<file path="src/rtl/core/itrn_pkg.sv">
// ----------------------------------------------------------------------------
// itrn_pkg: shared types and tables for the Roman numeral converter
// Holds the greedy term table (weights and letters) and the result struct
// of the shared compare/subtract unit.
// ----------------------------------------------------------------------------
package itrn_pkg;

  // Widths of the number being converted and of one ASCII letter.
  localparam int unsigned ValueWidth = 12;
  localparam int unsigned CharWidth  = 8;

  // Greedy table has thirteen terms, from 1000 down to 1.
  localparam int unsigned TermWidth = 4;
  localparam logic [TermWidth-1:0] LastTerm = 4'd12;

  // Largest number that has a standard numeral.
  localparam logic [ValueWidth-1:0] MaxValue = 12'd3999;

  // Letters as ASCII codes.
  localparam logic [CharWidth-1:0] ChM = 8'h4D;
  localparam logic [CharWidth-1:0] ChD = 8'h44;
  localparam logic [CharWidth-1:0] ChC = 8'h43;
  localparam logic [CharWidth-1:0] ChL = 8'h4C;
  localparam logic [CharWidth-1:0] ChX = 8'h58;
  localparam logic [CharWidth-1:0] ChV = 8'h56;
  localparam logic [CharWidth-1:0] ChI = 8'h49;

  // Result of one pass through the compare/subtract unit.
  typedef struct packed {
    logic                  hit;         // remainder covers the term weight
    logic [ValueWidth-1:0] diff;        // remainder minus the term weight
    logic                  has_second;  // term is a subtractive pair
    logic [CharWidth-1:0]  first;       // first letter of the term
    logic [CharWidth-1:0]  second;      // second letter of a pair
  } step_t;

  // Weight of each term.
  function automatic logic [ValueWidth-1:0] term_weight(input logic [TermWidth-1:0] t);
    logic [ValueWidth-1:0] w;
    case (t)
      4'd0:    w = 12'd1000;
      4'd1:    w = 12'd900;
      4'd2:    w = 12'd500;
      4'd3:    w = 12'd400;
      4'd4:    w = 12'd100;
      4'd5:    w = 12'd90;
      4'd6:    w = 12'd50;
      4'd7:    w = 12'd40;
      4'd8:    w = 12'd10;
      4'd9:    w = 12'd9;
      4'd10:   w = 12'd5;
      4'd11:   w = 12'd4;
      default: w = 12'd1;
    endcase
    return w;
  endfunction

  // First letter of each term.
  function automatic logic [CharWidth-1:0] term_first(input logic [TermWidth-1:0] t);
    logic [CharWidth-1:0] c;
    case (t)
      4'd0:    c = ChM;
      4'd1:    c = ChC;
      4'd2:    c = ChD;
      4'd3:    c = ChC;
      4'd4:    c = ChC;
      4'd5:    c = ChX;
      4'd6:    c = ChL;
      4'd7:    c = ChX;
      4'd8:    c = ChX;
      4'd9:    c = ChI;
      4'd10:   c = ChV;
      default: c = ChI;
    endcase
    return c;
  endfunction

  // Second letter of each subtractive pair.
  function automatic logic [CharWidth-1:0] term_second(input logic [TermWidth-1:0] t);
    logic [CharWidth-1:0] c;
    case (t)
      4'd1:    c = ChM;
      4'd3:    c = ChD;
      4'd5:    c = ChC;
      4'd7:    c = ChL;
      4'd9:    c = ChX;
      4'd11:   c = ChV;
      default: c = '0;
    endcase
    return c;
  endfunction

  // Odd terms below twelve are the subtractive pairs.
  function automatic logic term_is_pair(input logic [TermWidth-1:0] t);
    return t[0] && (t != 4'd13) && (t < LastTerm);
  endfunction

endpackage

</file>
<file path="src/rtl/core/itrn_step_unit.sv">
// ----------------------------------------------------------------------------
// itrn_step_unit: shared compare/subtract unit
// Compares the remainder with the weight of the current term, forms the
// difference and looks up the letters of that term.
// ----------------------------------------------------------------------------
module itrn_step_unit (
  input  logic [itrn_pkg::TermWidth-1:0]  term_i,
  input  logic [itrn_pkg::ValueWidth-1:0] rest_i,
  output itrn_pkg::step_t                 res_o
);
  import itrn_pkg::*;

  logic [ValueWidth-1:0] weight;

  // One compare and one subtract against the table weight.
  always_comb begin
    weight           = term_weight(term_i);
    res_o.hit        = (rest_i >= weight);
    res_o.diff       = rest_i - weight;
    res_o.has_second = term_is_pair(term_i);
    res_o.first      = term_first(term_i);
    res_o.second     = term_second(term_i);
  end

endmodule

</file>
<file path="src/rtl/core/integer_to_roman_numeral.sv">
// ----------------------------------------------------------------------------
// integer_to_roman_numeral: number to Roman numeral letter stream
// Converts a number from 1 to 3999 into its standard Roman numeral, one
// ASCII letter per output word, with tlast on the final letter.
// ----------------------------------------------------------------------------
// Usage:
//   The input stream carries one number per word in s_axis_tdata[11:0].
//   A word is taken only while the converter is idle. A zero or a number
//   above 3999 is taken and dropped without any output.
//   The output stream gives the letters most significant first; each word
//   holds one ASCII letter in m_axis_tdata[7:0], and m_axis_tlast marks the
//   last letter of the numeral.
// Sequencing:
//   A sequencer walks the thirteen-term greedy table through one shared
//   compare/subtract unit, loading the letters of a number (1 to 15) one
//   after another and passing over up to 12 terms; no new number is taken
//   until the last letter of the current one has been loaded.
//   The next number is taken in the cycle after the last letter is loaded
//   into the output register, even while that letter still waits.
// Reset and stalls:
//   Reset returns the converter to idle with the output register empty.
//   While the receiver holds tready low, the output word holds and the
//   sequencer waits; table moves that emit nothing still proceed.
// ----------------------------------------------------------------------------
module integer_to_roman_numeral (
  input  logic        clk_i,
  input  logic        rst_ni,
  // Input stream; tdata fields from bit 0: value[11:0], zero padding.
  input  logic        s_axis_tvalid,
  output logic        s_axis_tready,
  input  logic [15:0] s_axis_tdata,
  // Output stream; tdata fields from bit 0: symbol[7:0].
  output logic        m_axis_tvalid,
  input  logic        m_axis_tready,
  output logic [7:0]  m_axis_tdata,
  output logic        m_axis_tlast
);
  import itrn_pkg::*;

  localparam logic StIdle = 1'b0;
  localparam logic StBusy = 1'b1;

  logic                  state_q, state_d;
  logic [TermWidth-1:0]  term_q, term_d;
  logic [ValueWidth-1:0] rest_q, rest_d;
  logic                  pend_q, pend_d;
  logic                  ovalid_q, ovalid_d;
  logic [CharWidth-1:0]  sym_q, sym_d;
  logic                  olast_q, olast_d;

  logic                  in_fire;
  logic                  in_ok;
  logic                  can_load;
  logic                  load;
  logic                  load_last;
  logic [CharWidth-1:0]  load_sym;
  logic [ValueWidth-1:0] in_value;
  step_t                 step;

  assign in_value      = s_axis_tdata[ValueWidth-1:0];
  assign s_axis_tready = (state_q == StIdle);
  assign in_fire       = s_axis_tvalid && s_axis_tready;
  assign in_ok         = (in_value != '0) && (in_value <= MaxValue);
  assign can_load      = !ovalid_q || m_axis_tready;

  // Shared compare/subtract unit on the current term.
  itrn_step_unit u_step (
    .term_i (term_q),
    .rest_i (rest_q),
    .res_o  (step)
  );

  // Sequencer: emit a second letter, emit a first letter, or move on.
  always_comb begin
    state_d   = state_q;
    term_d    = term_q;
    rest_d    = rest_q;
    pend_d    = pend_q;
    load      = 1'b0;
    load_last = 1'b0;
    load_sym  = step.first;
    case (state_q)
      StIdle: begin
        if (in_fire && in_ok) begin
          state_d = StBusy;
          term_d  = '0;
          rest_d  = in_value;
          pend_d  = 1'b0;
        end
      end
      StBusy: begin
        if (pend_q) begin
          if (can_load) begin
            load      = 1'b1;
            load_sym  = step.second;
            load_last = (rest_q == '0);
            pend_d    = 1'b0;
          end
        end else if (step.hit) begin
          if (can_load) begin
            load      = 1'b1;
            load_sym  = step.first;
            rest_d    = step.diff;
            pend_d    = step.has_second;
            load_last = !step.has_second && (step.diff == '0);
          end
        end else begin
          term_d = term_q + 1'b1;
        end
        if (load && load_last) begin
          state_d = StIdle;
        end
      end
      default: begin
        state_d = StIdle;
      end
    endcase
  end

  // Output register: loads a letter or empties when taken.
  always_comb begin
    ovalid_d = ovalid_q;
    sym_d    = sym_q;
    olast_d  = olast_q;
    if (load) begin
      ovalid_d = 1'b1;
      sym_d    = load_sym;
      olast_d  = load_last;
    end else if (m_axis_tready) begin
      ovalid_d = 1'b0;
    end
  end

  // Control registers.
  always_ff @(posedge clk_i or negedge rst_ni) begin
    if (!rst_ni) begin
      state_q  <= StIdle;
      pend_q   <= 1'b0;
      ovalid_q <= 1'b0;
    end else begin
      state_q  <= state_d;
      pend_q   <= pend_d;
      ovalid_q <= ovalid_d;
    end
  end

  // Payload registers.
  always_ff @(posedge clk_i) begin
    term_q  <= term_d;
    rest_q  <= rest_d;
    sym_q   <= sym_d;
    olast_q <= olast_d;
  end

  assign m_axis_tvalid = ovalid_q;
  assign m_axis_tdata  = sym_q;
  assign m_axis_tlast  = olast_q;

  // The term index stays inside the table while converting.
  assert property (@(posedge clk_i) disable iff (!rst_ni)
    (state_q == StBusy) |-> (term_q <= LastTerm))
    else $error("term index ran past the table");

  // A pending second letter belongs to a subtractive pair.
  assert property (@(posedge clk_i) disable iff (!rst_ni)
    (state_q == StBusy && pend_q) |-> term_is_pair(term_q))
    else $error("second letter pending on a single-letter term");

  // Loading the final letter returns the converter to idle.
  assert property (@(posedge clk_i) disable iff (!rst_ni)
    (load && load_last) |=> (state_q == StIdle && m_axis_tvalid && m_axis_tlast))
    else $error("final letter did not end the conversion");

  // The remainder never exceeds the largest convertible number.
  assert property (@(posedge clk_i) disable iff (!rst_ni)
    (state_q == StBusy) |-> (rest_q <= MaxValue))
    else $error("remainder out of range");

endmodule

</file>
<file path="config.mk">
export PLATFORM = sky130hd
export DESIGN_NAME = integer_to_roman_numeral
export DESIGN_NICKNAME = d
export VERILOG_FILES = /design/src/rtl/core/itrn_pkg.sv /design/src/rtl/core/itrn_step_unit.sv /design/src/rtl/core/integer_to_roman_numeral.sv
export SDC_FILE = /design/constraint.sdc
export NUM_CORES = 1
export LEC_CHECK = 0
export ABC_AREA = 1
export BUFFER_PORTS_ARGS = -buffer_cell sky130_fd_sc_hd__buf_2
export CORE_ASPECT_RATIO = 1.5
export CORE_MARGIN = 4
export CORE_UTILIZATION = 50
export CTS_CLUSTER_SIZE = 28
export DETAILED_ROUTE_END_ITERATION = 10
export PLACE_DENSITY_LB_ADDON = 0.05
export SETUP_SLACK_MARGIN = 0.02
export SLEW_MARGIN = 20
export SYNTH_ARGS = -nofsm -noshare
export SYNTH_HDL_FRONTEND = slang
export SYNTH_SLANG_ARGS = --single-unit
</file>
<file path="constraint.sdc">
create_clock -name clk_i -period 2.6 [get_ports clk_i]
set_clock_uncertainty 0.1 [all_clocks]
set_input_delay 0.13 -clock clk_i [delete_from_list [all_inputs] [get_ports clk_i]]
set_output_delay 0.13 -clock clk_i [all_outputs]
set_load 0.02 [all_outputs]
</file>
==> impl_metrics.json <==
{
  "status": "complete, no violations",
  "crit_top_cell": "nand2_1",
  "setup_viol": 0,
  "hold_viol": 0,
  "multiInputGateArea_um2": 1620,
  "final-max-slew-violation-count": 0,
  "gp_congestion": 0.835,
  "cpPeakStageDelay_ns": 0.45,
  "synthAdderAreaFrac_pct": 8.13,
  "critPathTopFamily": "simple AND/OR/NAND/NOR gates",
  "clk_path_buf_depth": 2,
  "path_buf_inv": 3,
  "dp_hpwl_um": 5580,
  "cts_buffers": 5,
  "io_buffers": 24,
  "h-tree-depth": 2,
  "syn-cell-area_um2": 2860,
  "relSlewSlack_pct": 59.1,
  "synth_top_area_share_pct": 24.1,
  "grt_pass1_wl_um": 11300,
  "final_cell_area_um2": 3390,
  "cts_tree": "done",
  "grt_pass1_vias": 2529,
  "clkLatencyLatePin_ns": 0.29,
  "muxShareOfSynthArea_pct": 0,
  "die_w_um": 69.8,
  "nFillCells": 536,
  "grt_max_degree": 24,
  "num_rows": 33,
  "drtPass1Iterations": 4,
  "yosys-top-cells-count": "nand2_1, inv_1, nor2_1",
  "finalSetupTns_ns": 0,
  "drc": 0,
  "min_period_over_period_pct": 93.0,
  "ant_nets": 0,
  "io_pins": 31,
  "synthSimpleGateAreaFrac_pct": 36.9,
  "antenna_found_initial": 0,
  "synth_most_common_cell": "nand2_1",
  "grt_usage_pct": 20.6,
  "synth.avg_cell_area_um2": 6.97,
  "die_area_um2": 7020,
  "yosysSeqAreaShare_pct": 36.5,
  "tightest_slew_ns": 0.608,
  "routed_via_density": 5.04,
  "hp-class": "input port to flop",
  "clk_pin_slew_worst_paths_ns": 0.08,
  "grt-ovfl-total": 0,
  "area_delta_synth_final_pct": 18.3,
  "drive_gt1_share_pct": 18.5,
  "placed_cell_area_um2": 3080,
  "synthDistinctLibCells": 34,
  "synth-edff-count": 23,
  "clock-sinks": 40,
  "worstPathArrival_ns": 2.55,
  "fmax_ghz": 0.413,
  "cp-end-kind": "flop",
  "die_h_um": 101,
  "drt_iter0_drc": 128,
  "final_core_util_pct": 61.2,
  "crit_path_top_delay_cell": "edfxtp_1",
  "synth_compound_area_share_pct": 7.60,
  "synth_xor_area_share_pct": 0,
  "cp.required_ns": 2.73,
  "start_kind": "flop",
  "path_class": "flop to flop",
  "async_reset_ff_share_pct": 7.50,
  "synth_area_leaders": "edfxtp_1, nand2_1, dfxtp_1",
  "fin_nets": 490,
  "vias": 2637,
  "initial_core_util_pct": 51.7,
  "cts-root-buf": "clkbuf_8",
  "fin_crit_ns": 2.42,
  "ys_ff_latch": 40,
  "core_area_um2": 5530,
  "crit_chain": "ha_4 > inv_1 > o21ai_1 > nor2_1 > nand4_4 > nand2_4 > nand2_4 > nand2_1 > nand2_2 > buf_4 > buf_4 > ha_1 > nand2_1 > nand2_1 > nand3_1",
  "regArea_um2": 1050,
  "insertedDiodeCount": 0,
  "synth_top_cell_by_area": "edfxtp_1",
  "synth_top_family_by_area": "simple AND/OR/NAND/NOR gates",
  "synth_flop_cell": "edfxtp_1",
  "crit_fanout": 6,
  "wl_per_cell_um": 13.4,
  "ys_warn_count": 0,
  "wl_um": 7030,
  "syn_inst": 411,
  "drv_cap": 0
}
## routing by layer
layer / vias up / wire length (um) / global-route usage [%]
met2: 49 / 3960 / 40.9
met3: 17 / 217 / 2.69
li1: 1385 / - / -
met1: 1186 / 2630 / 20.8
met4: 0 / 221 / 9.29
met5: - / 0 / 0
## kinds of logic after synthesis
group,Yosys count
and+or+nand+nor,240
buffers and inverters,74
DFF,40
AOI/OAI and AO/OA,38
adders and majority gates,18
other,1
## layout make-up
class / instances / area share [%]
Timing Repair Buffer: 40 / 7.17
Clock inverter: 1 / 0.887
Multi-Input combinational cell: 298 / 47.9
Tap cell: 70 / 2.59
Clock buffer: 7 / 2.88
Inverter: 67 / 7.65
Sequential cell: 40 / 30.9
## placed cells by master (no fill, tap or decap), types with 9 or more instances in the layout
cell | Yosys | layout
nand2_1 | 129 | 127
inv_1 | 65 | 64
nor2_1 | 44 | 43
nand3_1 | 37 | 35
buf_2 | 0 | 24
edfxtp_1 | 23 | 23
o21ai_0 | 17 | 16
buf_4 | 2 | 15
dfxtp_1 | 14 | 14
a21oi_1 | 11 | 10
nand2_2 | 8 | 9
ha_1 | 17 | 9
## worst register-to-register path, delay by kind of cell (launching register included)
family	cells	cell delay, ns
flip-flops	1	0.45
adder cells (fa/ha/maj)	2	0.46
buffers and inverters	3	0.36
AND/OR/NAND/NOR	9	0.89
AO/OA/AOI/OAI	1	0.09
## state kept, by name, summed over array words and instances (netlist names)
name           count
u_step.res_o       5
term_q             4
m_axis_tvalid      1
rest_q            12
m_axis_tdata       6
state_q            1
m_axis_tlast       1
pend_q             1
u_step.weight      9
## through the flow
step	cells	hold WS, ns	worst slack (ns)
after floorplan	412	-0.266	0.0594
after global placement	506	-0.171	0.0276
after detailed placement	506	-0.171	-0.00625
after CTS	518	0.0268	0.0479
after global routing	523	0.0308	-0.0167
final	523	0.0363	0.181
## final timing paths
| check | startpoint | endpoint | cells after the start | slack, ns |
|---|---|---|---|---|
| worst max-delay path | rest_q[9] | u_step.res_o[11] | 15 | 0.18 |
| worst min-delay path | s_axis_tdata[3] | rest_q[3] | 3 | 0.04 |
| worst max register to register | rest_q[9] | u_step.res_o[11] | 15 | 0.18 |
| worst min register to register | u_step.res_o[8] | m_axis_tdata[0] | 2 | 0.45 |
| max in group asynchronous | rst_ni | state_q | 2 | 2.24 |
| min in group asynchronous | rst_ni | pend_q | 2 | 0.05 |
## timing repair
item	in CTS	in global routing
hold buffers	1	0
endpoints found under the hold margin	3	0
resized for setup	3	17
pin swaps	3	4
endpoints found under the setup margin	10	19
setup buffers	3	5
Power is left out: the tool's default activity adds up to more than one toggle a clock period on the data nets, which glitch-free logic cannot reach.
